$ cat config.mk
export PLATFORM = sky130hd
export DESIGN_NAME = ring_buffer_deque_core
export DESIGN_NICKNAME = d
export VERILOG_FILES = /design/src/rtl/rbd_pkg.sv /design/src/rtl/rbd_ram.sv /design/src/rtl/ring_buffer_deque_core.sv
export VERILOG_INCLUDE_DIRS = /design/src /design/src/rtl
export SDC_FILE = /design/constraint.sdc
export NUM_CORES = 1
export LEC_CHECK = 0
export ABC_AREA = 1
export BUFFER_PORTS_ARGS = -buffer_cell sky130_fd_sc_hd__buf_4
export CAP_MARGIN = 30
export CORE_MARGIN = 2
export CORE_UTILIZATION = 28
export CTS_CLUSTER_DIAMETER = 50
export CTS_CLUSTER_SIZE = 20
export DETAILED_ROUTE_END_ITERATION = 8
export RECOVER_POWER = 25
export SYNTH_ARGS = -nofsm -noshare
export SYNTH_HDL_FRONTEND = slang
export SYNTH_SLANG_ARGS = --single-unit
$ cat constraint.sdc
create_clock -name clk -period 9.9 [get_ports clk]
set_clock_uncertainty 0.1 [all_clocks]
set_input_delay 1.98 -clock clk [delete_from_list [all_inputs] [get_ports clk]]
set_output_delay 1.98 -clock clk [all_outputs]
set_load 0.01 [all_outputs]
$ cat src/rtl/ring_buffer_deque_core_macros.svh
// Assertion macros for the ring buffer deque core.
`ifndef RING_BUFFER_DEQUE_CORE_MACROS_SVH
`define RING_BUFFER_DEQUE_CORE_MACROS_SVH

`ifndef SYNTHESIS
`define RBD_ASSERT(label, prop, msg) \
    label: assert property (@(posedge clk) disable iff (!rst_n) prop) else $error(msg);
`define RBD_ASSERT_IMPL(label, ante, cons, msg) \
    `RBD_ASSERT(label, (ante) |-> (cons), msg)
`else
`define RBD_ASSERT(label, prop, msg)
`define RBD_ASSERT_IMPL(label, ante, cons, msg)
`endif

`endif

$ cat src/rtl/rbd_pkg.sv
// Shared constants and types of the ring buffer deque core.
package rbd_pkg;

    localparam int DEPTH = 16;
    localparam int WIDTH = 32;
    localparam int PTR_W = $clog2(DEPTH);
    localparam int CNT_W = $clog2(DEPTH + 1);

    localparam int OPCODE_W    = 4;
    localparam int VALUE_W     = 32;
    localparam int POSITION_W  = 4;
    localparam int READ_DATA_W = 32;
    localparam int STATUS_W    = 2;
    localparam int OCC_W       = 5;

    localparam int IN_TDATA_W  = 40;
    localparam int OUT_TDATA_W = 40;

    typedef enum logic [OPCODE_W-1:0] {
        OP_PUSHFRONT = 4'd0,
        OP_PUSHBACK  = 4'd1,
        OP_POPFRONT  = 4'd2,
        OP_POPBACK   = 4'd3,
        OP_PEEKFRONT = 4'd4,
        OP_PEEKBACK  = 4'd5,
        OP_GET       = 4'd6,
        OP_SET       = 4'd7,
        OP_CLEAR     = 4'd8,
        OP_REVERSE   = 4'd9
    } opcode_t;

    typedef enum logic [STATUS_W-1:0] {
        ST_OK    = 2'd0,
        ST_EMPTY = 2'd1,
        ST_FULL  = 2'd2,
        ST_INDEX = 2'd3
    } status_t;

    typedef struct packed {
        logic [OCC_W-1:0]       occupancy;
        status_t                status;
        logic [READ_DATA_W-1:0] read_data;
    } result_t;

endpackage

$ cat src/rtl/rbd_ram.sv
// Generic single-write, single-read RAM with registered read data.
module rbd_ram #(
    parameter int WIDTH = 32,
    parameter int DEPTH = 16
) (
    input  logic                     clk,
    input  logic                     we,
    input  logic [$clog2(DEPTH)-1:0] waddr,
    input  logic [WIDTH-1:0]         wdata,
    input  logic [$clog2(DEPTH)-1:0] raddr,
    output logic [WIDTH-1:0]         rdata
);

    logic [WIDTH-1:0] mem [DEPTH];

    always_ff @(posedge clk)
    begin
        if (we)
        begin
            mem[waddr] <= wdata;
        end
        rdata <= mem[raddr];
    end

endmodule

$ cat src/rtl/ring_buffer_deque_core.sv
// Top level of the ring buffer deque core: request sequencer and element store.
//
// Requests enter on the s_ group (tdata: opcode, value, position); each returns
// exactly one result on the m_ group (tdata: read_data, status, occupancy).
// A request is taken only while the sequencer is idle, then walks a small
// state machine around one slot-address adder (head plus logical offset, wrapped
// to the store depth) and one store with a registered read port.
// States from acceptance to the registered result:
//   clear, set, push, refused request, unused opcode: EXEC, FINISH
//   pop, peek, get: EXEC, READ, FINISH
//   reverse: EXEC, REV_LO, then REV_HI, REV_WLO, REV_WHI, REV_LO per swap
//   (floor(occupancy / 2) swaps, one read-read-write-write each), then FINISH
// The next request may be accepted the cycle after the result is registered,
// so a waiting result does not hold off the next request. If the receiver
// stalls, the result holds in the output register and the sequencer waits in
// its final state until that register is free.
// Reset empties the deque (head and count to zero, output invalid); the store
// contents are left as they are and are never read before being written.
`include "ring_buffer_deque_core_macros.svh"

module ring_buffer_deque_core (
    input  logic                            clk,
    input  logic                            rst_n,
    input  logic                            s_tvalid,
    output logic                            s_tready,
    // opcode[3:0], value[35:4], position[39:36]
    input  logic [rbd_pkg::IN_TDATA_W-1:0]  s_tdata,
    output logic                            m_tvalid,
    input  logic                            m_tready,
    // read_data[31:0], status[33:32], occupancy[38:34], zero pad[39]
    output logic [rbd_pkg::OUT_TDATA_W-1:0] m_tdata
);

    typedef enum logic [2:0] {
        S_IDLE,
        S_EXEC,
        S_READ,
        S_REV_LO,
        S_REV_HI,
        S_REV_WLO,
        S_REV_WHI,
        S_FINISH
    } state_t;

    state_t                                state_reg, state_next;
    rbd_pkg::opcode_t                      op_reg, op_next;
    logic [rbd_pkg::WIDTH-1:0]             val_reg, val_next;
    logic [rbd_pkg::POSITION_W-1:0]        pos_reg, pos_next;
    logic [rbd_pkg::PTR_W-1:0]             idx_reg, idx_next;
    logic [rbd_pkg::WIDTH-1:0]             tmp_reg, tmp_next;
    logic [rbd_pkg::READ_DATA_W-1:0]       rd_reg, rd_next;
    rbd_pkg::status_t                      st_reg, st_next;
    logic [rbd_pkg::PTR_W-1:0]             head_reg, head_next;
    logic [rbd_pkg::CNT_W-1:0]             count_reg, count_next;
    rbd_pkg::result_t                      out_reg, out_next;
    logic                                  out_valid_reg, out_valid_next;

    logic [rbd_pkg::PTR_W-1:0]             offset;
    logic [rbd_pkg::PTR_W:0]               slot_sum;
    logic [rbd_pkg::PTR_W-1:0]             slot;
    logic [rbd_pkg::CNT_W-1:0]             back_off;
    logic [rbd_pkg::CNT_W-1:0]             half;
    logic                                  is_full;
    logic                                  is_empty;
    logic                                  pos_bad;
    logic                                  out_free;

    logic                                  ram_we;
    logic [rbd_pkg::WIDTH-1:0]             ram_wdata;
    logic [rbd_pkg::WIDTH-1:0]             ram_rdata;

    assign back_off = count_reg - rbd_pkg::CNT_W'(1) - rbd_pkg::CNT_W'(idx_reg);
    assign half     = count_reg >> 1;
    assign is_full  = (count_reg >= rbd_pkg::CNT_W'(rbd_pkg::DEPTH));
    assign is_empty = (count_reg == '0);
    assign pos_bad  = (rbd_pkg::CNT_W'(pos_reg) >= count_reg)
                      || (pos_reg > rbd_pkg::POSITION_W'(rbd_pkg::DEPTH - 1));
    assign out_free = !out_valid_reg || m_tready;

    always_comb
    begin
        offset = '0;
        case (state_reg)
            S_EXEC:
            begin
                case (op_reg)
                    rbd_pkg::OP_PUSHFRONT: offset = rbd_pkg::PTR_W'(rbd_pkg::DEPTH - 1);
                    rbd_pkg::OP_PUSHBACK:  offset = count_reg[rbd_pkg::PTR_W-1:0];
                    rbd_pkg::OP_POPBACK,
                    rbd_pkg::OP_PEEKBACK:  offset = back_off[rbd_pkg::PTR_W-1:0];
                    rbd_pkg::OP_GET,
                    rbd_pkg::OP_SET:       offset = rbd_pkg::PTR_W'(pos_reg);
                    default:               offset = '0;
                endcase
            end
            S_READ:    offset = rbd_pkg::PTR_W'(1);
            S_REV_LO,
            S_REV_WLO: offset = idx_reg;
            S_REV_HI,
            S_REV_WHI: offset = back_off[rbd_pkg::PTR_W-1:0];
            default:   offset = '0;
        endcase
    end

    assign slot_sum = {1'b0, head_reg} + {1'b0, offset};
    assign slot = (slot_sum >= (rbd_pkg::PTR_W + 1)'(rbd_pkg::DEPTH))
                  ? rbd_pkg::PTR_W'(slot_sum - (rbd_pkg::PTR_W + 1)'(rbd_pkg::DEPTH))
                  : slot_sum[rbd_pkg::PTR_W-1:0];

    always_comb
    begin
        state_next     = state_reg;
        op_next        = op_reg;
        val_next       = val_reg;
        pos_next       = pos_reg;
        idx_next       = idx_reg;
        tmp_next       = tmp_reg;
        rd_next        = rd_reg;
        st_next        = st_reg;
        head_next      = head_reg;
        count_next     = count_reg;
        out_next       = out_reg;
        out_valid_next = out_valid_reg && !m_tready;
        ram_we         = 1'b0;
        ram_wdata      = val_reg;

        case (state_reg)
            S_IDLE:
            begin
                if (s_tvalid)
                begin
                    op_next    = rbd_pkg::opcode_t'(s_tdata[3:0]);
                    val_next   = rbd_pkg::WIDTH'(s_tdata[35:4]);
                    pos_next   = s_tdata[39:36];
                    rd_next    = '0;
                    st_next    = rbd_pkg::ST_OK;
                    idx_next   = '0;
                    state_next = S_EXEC;
                end
            end
            S_EXEC:
            begin
                state_next = S_FINISH;
                case (op_reg)
                    rbd_pkg::OP_PUSHFRONT:
                    begin
                        if (is_full)
                        begin
                            st_next = rbd_pkg::ST_FULL;
                        end
                        else
                        begin
                            ram_we     = 1'b1;
                            head_next  = slot;
                            count_next = count_reg + rbd_pkg::CNT_W'(1);
                        end
                    end
                    rbd_pkg::OP_PUSHBACK:
                    begin
                        if (is_full)
                        begin
                            st_next = rbd_pkg::ST_FULL;
                        end
                        else
                        begin
                            ram_we     = 1'b1;
                            count_next = count_reg + rbd_pkg::CNT_W'(1);
                        end
                    end
                    rbd_pkg::OP_POPFRONT,
                    rbd_pkg::OP_POPBACK,
                    rbd_pkg::OP_PEEKFRONT,
                    rbd_pkg::OP_PEEKBACK:
                    begin
                        if (is_empty)
                        begin
                            st_next = rbd_pkg::ST_EMPTY;
                        end
                        else
                        begin
                            state_next = S_READ;
                        end
                    end
                    rbd_pkg::OP_GET:
                    begin
                        if (pos_bad)
                        begin
                            st_next = rbd_pkg::ST_INDEX;
                        end
                        else
                        begin
                            state_next = S_READ;
                        end
                    end
                    rbd_pkg::OP_SET:
                    begin
                        if (pos_bad)
                        begin
                            st_next = rbd_pkg::ST_INDEX;
                        end
                        else
                        begin
                            ram_we = 1'b1;
                        end
                    end
                    rbd_pkg::OP_CLEAR:
                    begin
                        head_next  = '0;
                        count_next = '0;
                    end
                    rbd_pkg::OP_REVERSE:
                    begin
                        state_next = S_REV_LO;
                    end
                    default:
                    begin
                        state_next = S_FINISH;
                    end
                endcase
            end
            S_READ:
            begin
                rd_next    = rbd_pkg::READ_DATA_W'(ram_rdata);
                state_next = S_FINISH;
                if (op_reg == rbd_pkg::OP_POPFRONT)
                begin
                    head_next  = slot;
                    count_next = count_reg - rbd_pkg::CNT_W'(1);
                end
                else if (op_reg == rbd_pkg::OP_POPBACK)
                begin
                    count_next = count_reg - rbd_pkg::CNT_W'(1);
                end
            end
            S_REV_LO:
            begin
                if (rbd_pkg::CNT_W'(idx_reg) < half)
                begin
                    state_next = S_REV_HI;
                end
                else
                begin
                    state_next = S_FINISH;
                end
            end
            S_REV_HI:
            begin
                tmp_next   = ram_rdata;
                state_next = S_REV_WLO;
            end
            S_REV_WLO:
            begin
                ram_we     = 1'b1;
                ram_wdata  = ram_rdata;
                state_next = S_REV_WHI;
            end
            S_REV_WHI:
            begin
                ram_we     = 1'b1;
                ram_wdata  = tmp_reg;
                idx_next   = idx_reg + rbd_pkg::PTR_W'(1);
                state_next = S_REV_LO;
            end
            S_FINISH:
            begin
                if (out_free)
                begin
                    out_next.read_data = rd_reg;
                    out_next.status    = st_reg;
                    out_next.occupancy = rbd_pkg::OCC_W'(count_reg);
                    out_valid_next     = 1'b1;
                    state_next         = S_IDLE;
                end
            end
            default:
            begin
                state_next = S_IDLE;
            end
        endcase
    end

    always_ff @(posedge clk or negedge rst_n)
    begin
        if (!rst_n)
        begin
            state_reg     <= S_IDLE;
            head_reg      <= '0;
            count_reg     <= '0;
            out_valid_reg <= 1'b0;
        end
        else
        begin
            state_reg     <= state_next;
            head_reg      <= head_next;
            count_reg     <= count_next;
            out_valid_reg <= out_valid_next;
        end
    end

    always_ff @(posedge clk)
    begin
        op_reg  <= op_next;
        val_reg <= val_next;
        pos_reg <= pos_next;
        idx_reg <= idx_next;
        tmp_reg <= tmp_next;
        rd_reg  <= rd_next;
        st_reg  <= st_next;
        out_reg <= out_next;
    end

    rbd_ram #(
        .WIDTH (rbd_pkg::WIDTH),
        .DEPTH (rbd_pkg::DEPTH)
    ) u_store (
        .clk   (clk),
        .we    (ram_we),
        .waddr (slot),
        .wdata (ram_wdata),
        .raddr (slot),
        .rdata (ram_rdata)
    );

    assign s_tready = (state_reg == S_IDLE);
    assign m_tvalid = out_valid_reg;
    assign m_tdata  = rbd_pkg::OUT_TDATA_W'(out_reg);

    `RBD_ASSERT(a_count_bound, count_reg <= rbd_pkg::CNT_W'(rbd_pkg::DEPTH),
        "element count exceeds depth")
    `RBD_ASSERT_IMPL(a_count_step, count_reg != $past(count_reg),
        count_reg == $past(count_reg) + rbd_pkg::CNT_W'(1)
        || count_reg == $past(count_reg) - rbd_pkg::CNT_W'(1) || count_reg == '0,
        "element count moved by more than one")
    `RBD_ASSERT_IMPL(a_occ_match, $rose(m_tvalid),
        m_tdata[38:34] == rbd_pkg::OCC_W'(count_reg),
        "result occupancy differs from element count")
    `RBD_ASSERT_IMPL(a_refused_zero, m_tvalid && m_tdata[33:32] != rbd_pkg::ST_OK,
        m_tdata[31:0] == '0, "refused request returned nonzero data")

endmodule
==> results.yml, run 1 <==
clocking:
  cts.clk_slew.worst_paths_ns: 0.07
  cts_hold_buf: 0
  cts_resized: 0
  clk_path_buf_depth: 3
  clock_latency_ns: 0.65
  clock_sinks: 706
  cts_buffers: 59
  clock_tree.htree_level_count: 2
  root_buffer: "clkbuf_16"
  cts_tree: "done"
  cts_setup_buffers: 0
place:
  gp_congestion: 0.856
  place_hpwl_mm: 39.3
  dpl-instance-area_um2: 29500
  port_buffers: 84
synth:
  synth_area_leaders: "edfxtp_1 (74%), nand2_1 (5.8%), nand3_1 (2.5%)"
  syn_avg_cell_area_um2: 14.3
  synthMuxAreaShare: 0
  synth_simple_gate_area_share: 0.0987
  synth_compound_area_frac: 0.0856
  synth_cell_types: 37
  mappedNetlistArea_um2: 26800
  synth_cells: 1878
  yosys.area_share.xor_xnor: 0.00289
  yosysWarnings: 0
  synth-seq-cells: 706
  synth_top_area_frac: 0.740
  syn_nets: 1940
  yosysTopAreaCell: "edfxtp_1"
  synth_top_family_by_area: "simple AND/OR/NAND/NOR gates"
  yosys.area_share.adder: 0.00896
  seq_area_frac_synth: 0.776
floorplanning:
  io_pins: 86
  dieHeight_um: 313
  rows: 113
  dieArea_um2: 98200
  start_util: 0.282
  core_um2: 95000
  fp.dieW_um: 313
outcome:
  violations: "capacitance limit, slew limit"
  status: "complete, but fails checks"
critical_path:
  crit_type: "register to register"
  cp_common_cell: "nand2_1"
  cp-end-kind: "register"
  cpMaxStageDelayCell: "clkbuf_1"
  start_kind: "register"
  path_max_fanout: 35
  crit_chain: "clkinv_1 > clkbuf_1 > nand2_1 > nand2_1 > clkinv_1 > clkbuf_1 > nand2_1 > nand3_1 > nor2_4"
  cp.required_ns: 10.07
  cp_slowest_stage_delay_ns: 1.29
  critPathArrivalTime_ns: 5.63
routing:
  drt-total-wl_mm: 63.1
  routedWlPerCell_um: 19.1
  drtIter0Drc: 1693
  drc: 0
  firstDrtPassIters: 5
  antenna_left: 0
  vias: 15800
  vias_per_cell: 4.78
timing:
  grt_setup_unrepaired: "false"
  fmax_mhz: 183
  slew_violations: 116
  hold_viol_final: 0
  tightest_slew_ns: 2.60
  fin_setup_tns_ns: 0
  setup_viol: 0
  period_needed_ns: 5.47
  relSlewSlack: -0.736
  finalCritPeriodShare: 0.552
global_routing:
  grt_first_pass_wirelength_mm: 95.7
  grtUsageTotal: 0.125
  first_global_vias: 15500
  antenna_found_initial: 0
  grt.overflow.total: 0
  grt_max_degree: 108
cells_and_area:
  num-fill-cells: 9170
  largest_reg_flops: 512
  final_nets: 2055
  largest_register: "u_store.mem"
  seq_area_um2: 20800
  multi_input_area_um2: 5410
  final_cell_mix: "edfxtp_1 (661), nand2_1 (414), nand3_1 (134)"
  mostFrequentLayoutCell: "edfxtp_1"
  design_area_um2: 31600
  area_growth_syn_to_layout_pct: 17.7
  layout-drive-gt1-share: 0.129
job:
  cap_violations: 3
min_path:
  hp-class: "register to register"
## cell type report
class | instances | share of cell area
Clock buffer | 66 | 0.0479
Clock inverter | 45 | 0.0200
Sequential cell | 706 | 0.659
Tap cell | 1265 | 0.0501
Inverter | 81 | 0.00971
Antenna cell | 1 | 0.0000793
Multi-Input combinational cell | 994 | 0.171
Timing Repair Buffer | 151 | 0.0415
## path summary, 6_finish.rpt
path,start,end,slack [ns],cells after the start
worst max-delay path,state_reg[0],u_store.mem[2][6],4.43,9
worst min-delay path,rd_reg[24],m_tdata[24],0.31,0
max in group asynchronous,rst_n,count_reg[1],7.81,1
worst max register to register,state_reg[0],u_store.mem[2][6],4.43,9
min in group asynchronous,rst_n,state_reg[1],1.33,1
worst min register to register,rd_reg[24],m_tdata[24],0.31,0
## worst max-delay path, delay by kind of cell (launching register included)
family / cells / cell delay (ns)
AND/OR/NAND/NOR: 5 / 2.35
buffers and inverters: 4 / 2.15
flip-flops: 1 / 0.44
## per-stage QoR
| stage | hold slack, ns | utilization | std cells | worst slack [ns] |
|---|---|---|---|---|
| 6_report | 0.313 | 0.332 | 3309 | 4.43 |
| 5_1_grt | 0.326 | 0.332 | 3308 | 4.05 |
| 4_1_cts | 0.315 | 0.333 | 3303 | 4.52 |
| 3_5_place_dp | 0.305 | 0.310 | 3192 | 4.57 |
| 3_3_place_gp | 0.307 | 0.306 | 3177 | 4.61 |
| 2_1_floorplan | 0.300 | - | 1878 | 4.66 |
## cells in the mapped netlist
library cell / n
a22o_1: 33
nand3_1: 134
nor3_1: 2
dfrtp_1: 13
nor2_1: 83
nand3_4: 1
nor4_1: 1
conb_1: 1
xnor2_2: 1
buf_1: 8
o21bai_1: 1
edfxtp_1: 661
o211ai_1: 35
fa_1: 2
nand2_1: 414
nand4_1: 5
nand2_4: 2
buf_6: 4
xnor2_1: 3
clkinv_1: 3
a221oi_1: 64
buf_4: 1
dfxtp_1: 32
inv_2: 5
clkbuf_1: 60
a31oi_1: 1
a22oi_1: 89
nor2_4: 1
buf_2: 24
inv_1: 73
o21a_1: 1
ha_1: 16
xor2_1: 4
a21o_1: 1
o21ai_0: 87
a21oi_1: 10
nand2_2: 2
## cells by family (layout without fill, tap and decap cells)
family	count (synthesis)	in the layout
flip-flops	706	706
AND/OR/NAND/NOR	645	645
AO/OA/AOI/OAI	322	322
buffers and inverters	178	343
adder cells (fa/ha/maj)	18	18
XOR/XNOR	8	8
other	1	2
## layer usage
metal | GRT usage | share of wire | up-vias | routed length, um
li1 | - | - | 7226 | -
met1 | 0.178 | 0.45 | 7976 | 28200
met2 | 0.201 | 0.47 | 536 | 29500
met3 | 0.0216 | 0.069 | 85 | 4330
met4 | 0.0283 | 0.017 | 0 | 1040
met5 | 0 | 0 | - | 0
Power of run 1 is not shown: default switching activity piles up to over one toggle a cycle in this logic, so the estimate is an artifact.
==> run 2: changes to the inputs <==
ABC_AREA = 0   (was 1)
clock period = 4.9 ns   (was 9.9 ns; I/O delays follow)
==> results.yml, run 2 <==
synth:
  synth-seq-cells: 706
  synthMostInstantiatedCell: "edfxtp_1"
  synth_cell_types: 68
  yosysTopAreaCell: "edfxtp_1"
  ys.flop_type: "edfxtp_1"
  synth_top_area_frac: 0.713
  mappedNetlistArea_um2: 27800
  synthTopCellsByCount: "edfxtp_1 (661), nand2_1 (144), mux4_2 (128), mux2i_1 (64), clkbuf_1 (44)"
  syn_avg_cell_area_um2: 19.0
  synth_cells: 1462
  synth_edf_count: 661
  synthArstFlopShare: 0.0184
  seq_area_frac_synth: 0.748
  synth_area_leaders: "edfxtp_1 (71%), mux4_2 (10%), dfxtp_1 (2.3%)"
  syn_nets: 1524
  yosysWarnings: 0
routing:
  firstDrtPassIters: 5
  routedWlPerCell_um: 22.6
  drc: 0
  drtIter0Drc: 1545
  drt-met1-wl_mm: 30.0
  vias_per_cell: 4.90
  drt-total-wl_mm: 65.7
  vias: 14300
  met3_length_mm: 4.89
  antenna_left: 0
  top_layer: "met4"
  met2_length_mm: 29.5
cells_and_area:
  largest_reg_flops: 512
  final_nets: 1638
  largest_register: "u_store.mem"
  antenna_cells: 0
  mostFrequentLayoutCell: "edfxtp_1"
  area_growth_syn_to_layout_pct: 16.0
  final_cell_mix: "edfxtp_1 (661), nand2_1 (144), mux4_2 (128)"
  design_area_um2: 32300
  layout-drive-gt1-share: 0.233
critical_path:
  crit_type: "register to register"
  path_depth: 13
  crit_chain: "xnor2_1 > nor2_1 > a41oi_1 > o221ai_1 > ha_4 > fa_4 > buf_12 > buf_4 > mux4_2 > mux2i_1 > nand2_1 > a21oi_1 > a221oi_2"
  cp.required_ns: 5.31
  ff2ff_path_depth: 13
  path_max_fanout: 51
  critPathArrivalTime_ns: 4.83
  cp_slowest_stage_delay_ns: 0.84
  cp-end-kind: "register"
  start_kind: "register"
  cp.buffers_inverters: 2
  cpMaxStageDelayCell: "fa_4"
  cp_top_family: "adder cells"
clocking:
  cts.clk_slew.worst_paths_ns: 0.08
  clock_sinks: 706
  cts_hold_buf: 0
  cts_setup_buffers: 0
  cts_tree: "done"
  cts_resized: 0
  root_buffer: "clkbuf_16"
  clock_latency_ns: 0.63
  clk_path_buf_depth: 3
  clock_tree.htree_level_count: 2
  cts_buffers: 56
global_routing:
  grt_max_degree: 52
  first_global_vias: 14700
  grt_first_pass_wirelength_mm: 97.6
  grtUsageTotal: 0.128
  grt.overflow.total: 0
  antenna_found_initial: 2
place:
  gp_congestion: 0.820
  place_hpwl_mm: 37.3
  port_buffers: 84
  dpl-instance-area_um2: 30600
timing:
  hold_viol_final: 0
  finalCritPeriodShare: 0.901
  period_needed_ns: 4.42
  grt_setup_unrepaired: "false"
  fmax_mhz: 226
  setup_viol: 0
  slew_violations: 82
  relSlewSlack: -0.775
  tightest_slew_ns: 2.65
floorplanning:
  fp.dieW_um: 319
  dieHeight_um: 319
  dieArea_um2: 102000
  core_um2: 98400
  start_util: 0.283
  io_pins: 86
  rows: 115
min_path:
  whs_path_depth: 0
  hp-class: "register to register"
job:
  cap_violations: 4
outcome:
  status: "complete, but fails checks"
  violations: "capacitance limit, slew limit"
==> run 2: changes by cell type in the layout (fill, tap and decap cells not counted), moves of 54 or more <==
cell / change
a22oi_1: -55
mux4_2: +128
mux2i_1: +64
a221oi_1: -63
nand2_1: -270
inv_1: -54
o21ai_0: -69
nand3_1: -124
==> run 2: kinds of logic after synthesis <==
group / Yosys count / synth area share
AOI/OAI and AO/OA: 169 / 0.0512
DFF: 706 / 0.748
adders and majority gates: 18 / 0.00863
buffers and inverters: 96 / 0.0156
other: 1 / 0.000135
xor gates and xnor gates: 15 / 0.00580
muxes: 195 / 0.128
and+or+nand+nor: 262 / 0.0425
==> run 2: worst paths after layout <==
| kind | from | endpoint | slack [ns] |
|---|---|---|---|
| max | op_reg[2] | u_store.rdata[1] | 0.48 |
| min reg2reg | rd_reg[31] | m_tdata[31] | 0.32 |
| min in group asynchronous | rst_n | head_reg[1] | 0.37 |
| min | rd_reg[31] | m_tdata[31] | 0.32 |
| max reg2reg | op_reg[2] | u_store.rdata[1] | 0.48 |
| max in group asynchronous | rst_n | count_reg[2] | 3.75 |
==> run 2: cell type report <==
type	instances	area, um2
fill	9421	66100
sequential	706	20800
multi-input combinational	660	6780
tap	1287	1610
clock buffer	71	1530
timing repair buffer	135	1050
clock inverter	35	434
inverter	17	63.8
==> run 2: per-stage QoR <==
stage	utilization	instances	setup slack, ns	hold WS [ns]	TNS (ns)
2_1_floorplan	-	1462	-0.889	0.300	-340.24
3_3_place_gp	0.310	2803	0.569	0.308	0
3_5_place_dp	0.311	2804	0.530	0.305	0
4_1_cts	0.330	2910	0.512	0.0689	0
5_1_grt	0.328	2911	0.181	0.327	0
6_report	0.328	2911	0.484	0.318	0
==> run 2: layer usage <==
| metal | vias to the layer above | GRT usage |
|---|---|---|
| met5 | - | 0 |
| met4 | 0 | 0.0307 |
| met3 | 92 | 0.0249 |
| met2 | 571 | 0.194 |
| met1 | 7499 | 0.187 |
| li1 | 6111 | - |
Power of run 2 is left out for the same reason.
==> run 3: changes to the inputs <==
SYNTH_HIERARCHICAL = 1   (was not set)
==> results.yml, run 3 <==
synth:
  synthTopCellsByCount: "edfxtp_1 (661), mux4_2 (128), nand2_1 (119), a22oi_1 (101), clkbuf_1 (40)"
  synth_cells: 1359
  synth_top_area_frac: 0.742
  syn_nets: 1421
  syn_avg_cell_area_um2: 19.7
  synthMostInstantiatedCell: "edfxtp_1"
  yosysWarnings: 6
  seq_area_frac_synth: 0.778
  synth_cell_types: 57
  synth_area_leaders: "edfxtp_1 (74%), mux4_2 (11%), a22oi_1 (2.8%)"
  mappedNetlistArea_um2: 26700
  synthArstFlopShare: 0.0184
  yosysTopAreaCell: "edfxtp_1"
  ys.flop_type: "edfxtp_1"
  synth-seq-cells: 706
  synth_edf_count: 661
clocking:
  clock_sinks: 706
  clock_latency_ns: 0.62
  cts_resized: 0
  clk_path_buf_depth: 3
  clock_tree.htree_level_count: 3
  cts_buffers: 75
  cts_setup_buffers: 0
  cts.clk_slew.worst_paths_ns: 0.07
  cts_tree: "done"
  cts_hold_buf: 0
  root_buffer: "clkbuf_16"
floorplanning:
  dieArea_um2: 98000
  rows: 113
  dieHeight_um: 313
  fp.dieW_um: 313
  io_pins: 86
  start_util: 0.282
  core_um2: 94900
outcome:
  violations: "capacitance limit, slew limit"
  status: "complete, but fails checks"
routing:
  vias_per_cell: 4.74
  firstDrtPassIters: 5
  vias: 13500
  antenna_left: 0
  drtIter0Drc: 1161
  routedWlPerCell_um: 21.9
  drt-total-wl_mm: 62.7
  drc: 0
critical_path:
  crit_chain: "buf_4 > ha_1 > fa_1 > o221ai_1 > nand2_1 > o21ai_0 > ha_1 > a21o_1 > a21oi_1 > xnor2_1 > or2_2 > o31ai_2 > nor2_2 > buf_4 > or3b_2 > nor3_4 > buf_4"
  crit_type: "register to register"
  reg2reg_to: "u_store/mem[0][14]"
  cp-end-kind: "register"
  cp.required_ns: 5.11
  cp_slowest_stage_delay_ns: 0.57
  timing.rr.start: "count_reg[0]"
  start_kind: "register"
  cpMaxStageDelayCell: "or3b_2"
  ff2ff_path_depth: 17
  r2r_slack_ns: 0.28
  cp_common_cell: "buf_4"
  critPathArrivalTime_ns: 4.83
  path_max_fanout: 11
global_routing:
  grtUsageTotal: 0.128
  grt_max_degree: 41
  antenna_found_initial: 2
  grt_first_pass_wirelength_mm: 93.3
  grt.overflow.total: 0
  first_global_vias: 14300
timing:
  setup_viol: 0
  grt_setup_unrepaired: "false"
  relSlewSlack: -0.446
  period_needed_ns: 4.62
  fmax_mhz: 217
  hold_viol_final: 0
  tightest_slew_ns: 2.17
  fin_hold_ws_ns: 0.313
  slew_violations: 57
  finalCritPeriodShare: 0.942
cells_and_area:
  mostFrequentLayoutCell: "edfxtp_1"
  final_nets: 1593
  antenna_cells: 0
  layout-drive-gt1-share: 0.262
  largest_register: "u_store/mem"
  num-fill-cells: 8856
  area_growth_syn_to_layout_pct: 20.7
  fin_util: 0.340
  final_cell_mix: "edfxtp_1 (661), mux4_2 (128), nand2_1 (118)"
  largest_reg_flops: 512
min_path:
  hold_end: "m_tdata[14]"
  hp-class: "register to register"
  hold_start: "rd_reg[14]"
  whs_path_depth: 0
place:
  port_buffers: 84
  place_hpwl_mm: 39.7
  gp_congestion: 0.837
job:
  cap_violations: 2
==> run 3: layout make-up <==
| class | count | area, um2 | share of cell area |
|---|---|---|---|
| inverters | 19 | 71.3 | 0.00221 |
| repair buffers | 168 | 1400 | 0.0434 |
| clock buffers | 81 | 1940 | 0.0601 |
| clock inverters | 58 | 761 | 0.0236 |
| well taps | 1265 | 1580 | 0.0490 |
| flip-flops and latches | 706 | 20800 | 0.645 |
| multi-input cells | 561 | 5720 | 0.177 |
==> run 3: logic make-up after synthesis <==
kind of cell / Yosys count / share of synthesized area
AND/OR/NAND/NOR: 242 / 0.0417
other: 1 / 0.000140
flip-flops: 706 / 0.778
buffers and inverters: 92 / 0.0151
multiplexers: 128 / 0.108
adder cells (fa/ha/maj): 18 / 0.00898
XOR/XNOR: 10 / 0.00327
AO/OA/AOI/OAI: 162 / 0.0448
==> run 3: metal layers <==
layer | GRT usage | vias up | share of wire
met5 | 0 | - | 0
met4 | 0.0346 | 0 | 0.023
met3 | 0.0273 | 95 | 0.067
met2 | 0.213 | 461 | 0.49
met1 | 0.169 | 7079 | 0.42
li1 | - | 5902 | -
==> run 3: critical path: cells and delay by family (launching register included) <==
family                   cells  cell delay [ns]
XOR/XNOR                     1             0.12
AND/OR/NAND/NOR              5             1.32
adder cells (fa/ha/maj)      3             1.03
buffers and inverters        3             0.60
flip-flops                   1             0.38
AO/OA/AOI/OAI                5             0.78
==> run 3: worst max path at each step <==
stage | from | endpoint | slack [ns]
floorplan | count_reg[0] | u_store/mem[1][0] | -0.41
global placement | count_reg[0] | u_store/mem[0][16] | 0.19
detailed placement | count_reg[0] | u_store/mem[0][8] | 0.22
CTS | count_reg[0] | u_store/mem[0][8] | 0.21
global route | state_reg[2] | rd_reg[31] | 0.01
finish | count_reg[0] | u_store/mem[0][14] | 0.28
==> run 3: through the flow <==
step / cells / setup TNS, ns / area [um2] / setup slack (ns)
finish: 2858 / 0 / 32300 / 0.284
global route: 2858 / 0 / 32300 / 0.0131
CTS: 2857 / 0 / 32500 / 0.209
detailed placement: 2718 / 0 / 29800 / 0.221
global placement: 2716 / 0 / 29700 / 0.186
floorplan: 1359 / -49.54 / 26800 / -0.413
Power of run 3 is left out for the same reason.
